File: config.mk
export PLATFORM = sky130hd
export DESIGN_NAME = fcpa_ctrl
export DESIGN_NICKNAME = d
export VERILOG_FILES = /design/src/fcpa_pkg.sv /design/src/fcpa_ctrl.sv
export SDC_FILE = /design/constraint.sdc
export NUM_CORES = 1
export LEC_CHECK = 0
export BUFFER_PORTS_ARGS = -buffer_cell sky130_fd_sc_hd__buf_4
export CAP_MARGIN = 15
export CORE_AREA = 2 2 39 41
export DETAILED_ROUTE_END_ITERATION = 8
export DIE_AREA = 0 0 41 43
export PLACE_DENSITY = 0.36
export SLEW_MARGIN = 40
export SYNTH_ARGS = -nofsm -noshare
export SYNTH_HDL_FRONTEND = slang
export SYNTH_SLANG_ARGS = --single-unit
File: constraint.sdc
create_clock -name clk_i -period 1.7 [get_ports clk_i]
set_input_delay 0.51 -clock clk_i [delete_from_list [all_inputs] [get_ports clk_i]]
set_output_delay 0.51 -clock clk_i [all_outputs]
set_load 0.05 [all_outputs]
File: src/fcpa_pkg.sv
// shared types, constants and codes of the fixed chunk pool allocator
package fcpa_pkg;

  localparam int MAX_CHUNKS = 1024;
  localparam int IDX_W      = 10;
  localparam int CNT_W      = 11;
  localparam int ADDR_W     = 48;
  localparam int BYTES_W    = 21;
  localparam int PROD_W     = IDX_W + BYTES_W;
  localparam int STATUS_W   = 2;
  localparam int CFG_IDX_W  = 2;
  localparam int LINK_W     = IDX_W + 1;

  localparam logic [STATUS_W-1:0] STATUS_OK    = 2'd0;
  localparam logic [STATUS_W-1:0] STATUS_OOM   = 2'd1;
  localparam logic [STATUS_W-1:0] STATUS_RANGE = 2'd2;

  localparam logic REQ_ALLOC   = 1'b0;
  localparam logic REQ_RELEASE = 1'b1;

  localparam logic [CFG_IDX_W-1:0] CFG_POOL_BASE   = 2'd0;
  localparam logic [CFG_IDX_W-1:0] CFG_CHUNK_BYTES = 2'd1;
  localparam logic [CFG_IDX_W-1:0] CFG_CHUNK_COUNT = 2'd2;

  localparam logic [ADDR_W-1:0]  POOL_BASE_RST   = '0;
  localparam logic [BYTES_W-1:0] CHUNK_BYTES_RST = 21'd4096;
  localparam logic [CNT_W-1:0]   CHUNK_COUNT_RST = 11'd1024;

  typedef struct packed {
    logic             req_type;
    logic [IDX_W-1:0] chunk_index;
  } req_t;

  typedef struct packed {
    logic [STATUS_W-1:0] status;
    logic [IDX_W-1:0]    granted_index;
    logic [ADDR_W-1:0]   granted_address;
    logic                from_free_list;
  } rsp_t;

  typedef struct packed {
    logic accept;
    logic calc;
    logic finish;
  } cmd_t;

endpackage

File: src/fcpa_ctrl.sv
// request sequencing state machine and output handshake of the allocator
module fcpa_ctrl
  import fcpa_pkg::*;
(
  input  logic clk_i,
  input  logic rst_ni,
  input  logic in_valid_i,
  output logic in_ready_o,
  output logic out_valid_o,
  input  logic out_ready_i,
  output cmd_t cmd_o
);

  localparam logic [1:0] ST_IDLE   = 2'd0;
  localparam logic [1:0] ST_CALC   = 2'd1;
  localparam logic [1:0] ST_FINISH = 2'd2;

  logic [1:0] state_q, state_d;
  logic       out_valid_q, out_valid_d;
  logic       accept;

  assign in_ready_o = (state_q == ST_IDLE) && (!out_valid_q || out_ready_i);
  assign accept     = in_valid_i && in_ready_o;

  always_comb begin
    state_d     = state_q;
    out_valid_d = out_valid_q;
    if (out_valid_q && out_ready_i) begin
      out_valid_d = 1'b0;
    end
    case (state_q)
      ST_IDLE: begin
        if (accept) state_d = ST_CALC;
      end
      ST_CALC: begin
        state_d = ST_FINISH;
      end
      ST_FINISH: begin
        state_d     = ST_IDLE;
        out_valid_d = 1'b1;
      end
      default: begin
        state_d = ST_IDLE;
      end
    endcase
  end

  always_ff @(posedge clk_i or negedge rst_ni) begin
    if (!rst_ni) begin
      state_q     <= ST_IDLE;
      out_valid_q <= 1'b0;
    end else begin
      state_q     <= state_d;
      out_valid_q <= out_valid_d;
    end
  end

  assign cmd_o.accept = accept;
  assign cmd_o.calc   = (state_q == ST_CALC);
  assign cmd_o.finish = (state_q == ST_FINISH);
  assign out_valid_o  = out_valid_q;

  a_valid_from_finish: assert property (@(posedge clk_i) disable iff (!rst_ni)
    $rose(out_valid_q) |-> $past(state_q == ST_FINISH))
    else $error("result valid without a finished request");

  a_no_accept_busy: assert property (@(posedge clk_i) disable iff (!rst_ni)
    accept |=> (state_q == ST_CALC) ##1 (state_q == ST_FINISH))
    else $error("request sequence broken");

endmodule

==> Word level (Yosys, flattened, before mapping) <==
Cells that the tools add are included.
{ "totals": {"reg_bits": 3, "elab_cells": 16} }
{ "classes": {"n_eq_ne": 3, "mux": 4, "n_reduce_logical": 7} }
{ "ops": {"columns": ["cell", "count"], "rows": [
  ["$pmux W2 S2", 1],
  ["$logic_and A1 B1 Y1", 3],
  ["$eq A2 B1 Y1 const B", 1],
  ["$eq A2 B2 Y1 const B", 1],
  ["$logic_not A2 Y1", 1],
  ["$mux W1", 2],
  ["$mux W2", 1],
  ["$ne A2 B2 Y1 const B", 1],
  ["$reduce_bool A2 Y1", 1],
  ["$logic_not A1 Y1", 1],
  ["$logic_or A1 B1 Y1", 1]
]} }

==> Depth between registers and ports, before layout <==
{ "logic_depth": {"depth_word": 6, "depth_mapped": 3, "mapped_depth_nobuf": 2} }

==> Worst setup path before layout <==
OpenSTA, ideal clock, no wires.
{ "synth_timing": {"path_type": "register to output", "startpoint": "register out_valid_q, in the netlist out_valid_o", "endpoint": "output port in_ready_o", "t_arrival_ps": 1804, "required_time_ps": 1190, "path_slack_ps": -614, "stages_incl_launch_ff": 3, "path_buffers": 0, "path_cell_list": "dfrtp_1 -> nor2b_4 -> nor3_1"} }
{ "synth_between": {"elab_chain_cells": 3} }
{ "synth_rtl": {"columns": ["item", "line", "rtl"], "rows": [
  ["from (decl)", "fcpa_ctrl.sv:19", "logic out_valid_q, out_valid_d;"],
  ["from (signal assigned)", "fcpa_ctrl.sv:54", "out_valid_q <= out_valid_d;"],
  ["$logic_not A1 Y1", "fcpa_ctrl.sv:22", "assign in_ready_o = (state_q == ST_IDLE) && (!out_valid_q || out_ready_i);"],
  ["$logic_or A1 B1 Y1", "fcpa_ctrl.sv:22", null],
  ["$logic_and A1 B1 Y1", "fcpa_ctrl.sv:22", null],
  ["to (decl)", "fcpa_ctrl.sv:8", "output logic in_ready_o,"]
]} }
No other way between the ends.

==> results.md <==
- Yosys cell types: 8
- Worst vdd ir: 373 uV
- Required time worst endpoint: 1190 ps
- Gr ovfl total: 0
- Slew Limit Fails: 0
- Gpl congestion: 0.658
- GRT Total Usage: 0.0614
- Clk_skew: 0.487 ps
- First-pass GRT wire length: slightly above 600 um
- Cells after Synth: 14
- Routed vias: roughly 130
- Final worst setup slack: -6.11 ps
- Setup bufs post-CTS: 0
- FMAX: between 500 and 600 MHz
- DIE WIDTH: 41 um
- Synth warnings: 0
- CP arrival: around 1200 ps
- Top cell type's share of synthesized area: 0.465
- Post-synth EDFFs: 0
- Fraction of the yosys area taken by sequential cells: 0.465
- Setup Crit Path Kind: reg -> out
- Max Cap Viol: 0
- Synth top cells by count: 3 x buf_4, 3 x dfrtp_1, 2 x nor2b_1, 2 x nor4b_1
- Final #Nets: 31
- Synthesis-stage register bit count: 3
- Clock Tree Root: clkbuf_4
- CP max FO: 2
- Core area: 0.00138 mm^2
- Number of diodes: 0
- Syn_area_per_cell: 11.5 um^2
- Leakage power: around 0.00014 uW
- Detailed Route WL: 350 um
- Clock Path Buffers: 2
- Power Dens Cells: 2220 mW/mm^2
- Post-detailed-route count of antenna-violating nets: 0
- Top cells by area, synth: dfrtp_1 47%, buf_4 14%, nor4b_1 11%
- Final setup fails: 1
- Ys flop type: dfrtp_1
- Worst-Margin Slew: 229 ps
- Clock Latency Late Sink: 230 ps
- Status: complete, but fails checks
- Syn Std Cell Area: 161 um^2
- Setup TNS: -6.11 ps
- M1 WL: 122 um
- CTS sink cnt: 3
- Layout cells sized above 1: 0.731
- Layout area overhead: 79.8%
- CTS tree: done
- Fin crit period: roughly 1700 ps
- R2R depth: 3
- Top-Level Pins: 9
- DR iter-0 viols: 0
- Top sig layer: met3
- Net Count, Synth: 18
- Final worst-path cycle share: 1.00
- Initial Utilization: 0.117
- WHS: 59.3 ps
- Clk slew on worst S/H paths: 40 ps
- Wirelength per Cell: approximately 8.3 um
- Fin. Hold Viols: 0
- Flop2flop setup slack: 700 ps
- WL met2: roughly 220 um
- Asr flop ratio synth: 1.00
- Pin count of the biggest net entering global routing: 6
- Post-synth top area cell: dfrtp_1
- DRC: 0
- Met3 routed WL: ~6 um
- Buffers on Ports: 8
- Unrepaired setup endpoints after global routing: true
- Initial antenna violation count: 0
- H-tree depth: 1
- Inserted Clock Buffers: 3
- Fin util: 0.210
- Die footprint: approximately 0.0018 mm^2
- R2r startpoint: state_q[1]$_DFFE_PN0P_
- Reg2Reg Capture Point: out_valid_o$_DFFE_PN0P_
- Vias in the first global route: about 160
- Failing checks: negative setup slack
- Worst min path class: in -> async
- Startpoint Class: register
- Die height: 43 um
- Setup crit end kind: output port
- Drt pass-1 iters: 1
- Cell Rows: 14
- Hold_buf cts: 0
- Via density: 3.19
- Slew headroom: 0.845
==> layout by cell type, fill, tap and decap left out <==
master    instances
dfrtp_1           2
nor2b_1           2
clkbuf_1          1
nor4b_1           1
buf_4            10
nor2b_4           1
or2_1             1
buf_6             1
nor2b_2           1
nor4b_2           1
clkbuf_4          3
nor3_4            1
dfrtp_2           1
==> per-layer routing <==
metal | vias to the layer above | track usage
li1 | 68 | -
met1 | 64 | 0.0487
met2 | 2 | 0.0781
met3 | 0 | 0.0314
met4 | 0 | 0.100
met5 | - | 0
==> power by group <==
group	internal, uW	switching (uW)
Sequential	100	15.5
Combinational	156	251
Clock	87.9	35.4
==> area by class of cell <==
class | count | area [um^2]
clock buffers | 4 | 26.3
repair buffers | 11 | 86.3
fillers | 157 | 1090
flip-flops and latches | 3 | 76.3
well taps | 16 | 20.0
multi-input cells | 8 | 81.3
==> worst max-delay path, cell delays in order, from the launching register on <==
cell and delay [ps]:
dfrtp_2 390, nor2b_4 130, nor4b_2 210, buf_4 240
==> worst max-delay path by stage <==
stage                     endpoint  cells past startpoint                     from
after CTS                 cmd_o[2]                      3  out_valid_o$_DFFE_PN0P_
after global routing      cmd_o[2]                      3  out_valid_o$_DFFE_PN0P_
after floorplan           cmd_o[2]                      3  out_valid_o$_DFFE_PN0P_
after global placement    cmd_o[2]                      4              out_ready_i
final                     cmd_o[2]                      3  out_valid_o$_DFFE_PN0P_
after detailed placement  cmd_o[2]                      4              out_ready_i
==> flip-flops by register name, indices dropped and copies added (netlist names) <==
name / flops
out_valid_o: 1
state_q: 2
==> logic make-up after synthesis <==
kind of cell | count (synthesis) | share of synthesized area
buf+inv | 3 | 0.140
flops | 3 | 0.465
simple gates | 8 | 0.395
==> what timing repair did <==
item,in CTS,in global routing
endpoints found under the setup margin,2,2
hold endpoints to repair,0,0
gates resized for setup,2,0
==> per-stage QoR <==
step	cell area [um^2]	setup slack, ps	std cells	total power, uW
detailed placement	254	41.3	38	510
global route	290	-65.5	42	679
floorplan	174	53.6	14	413
CTS	290	-28.9	42	658
finish	290	-6.11	42	646
global placement	254	64.9	38	509
Power figures use the tool's default switching activity.
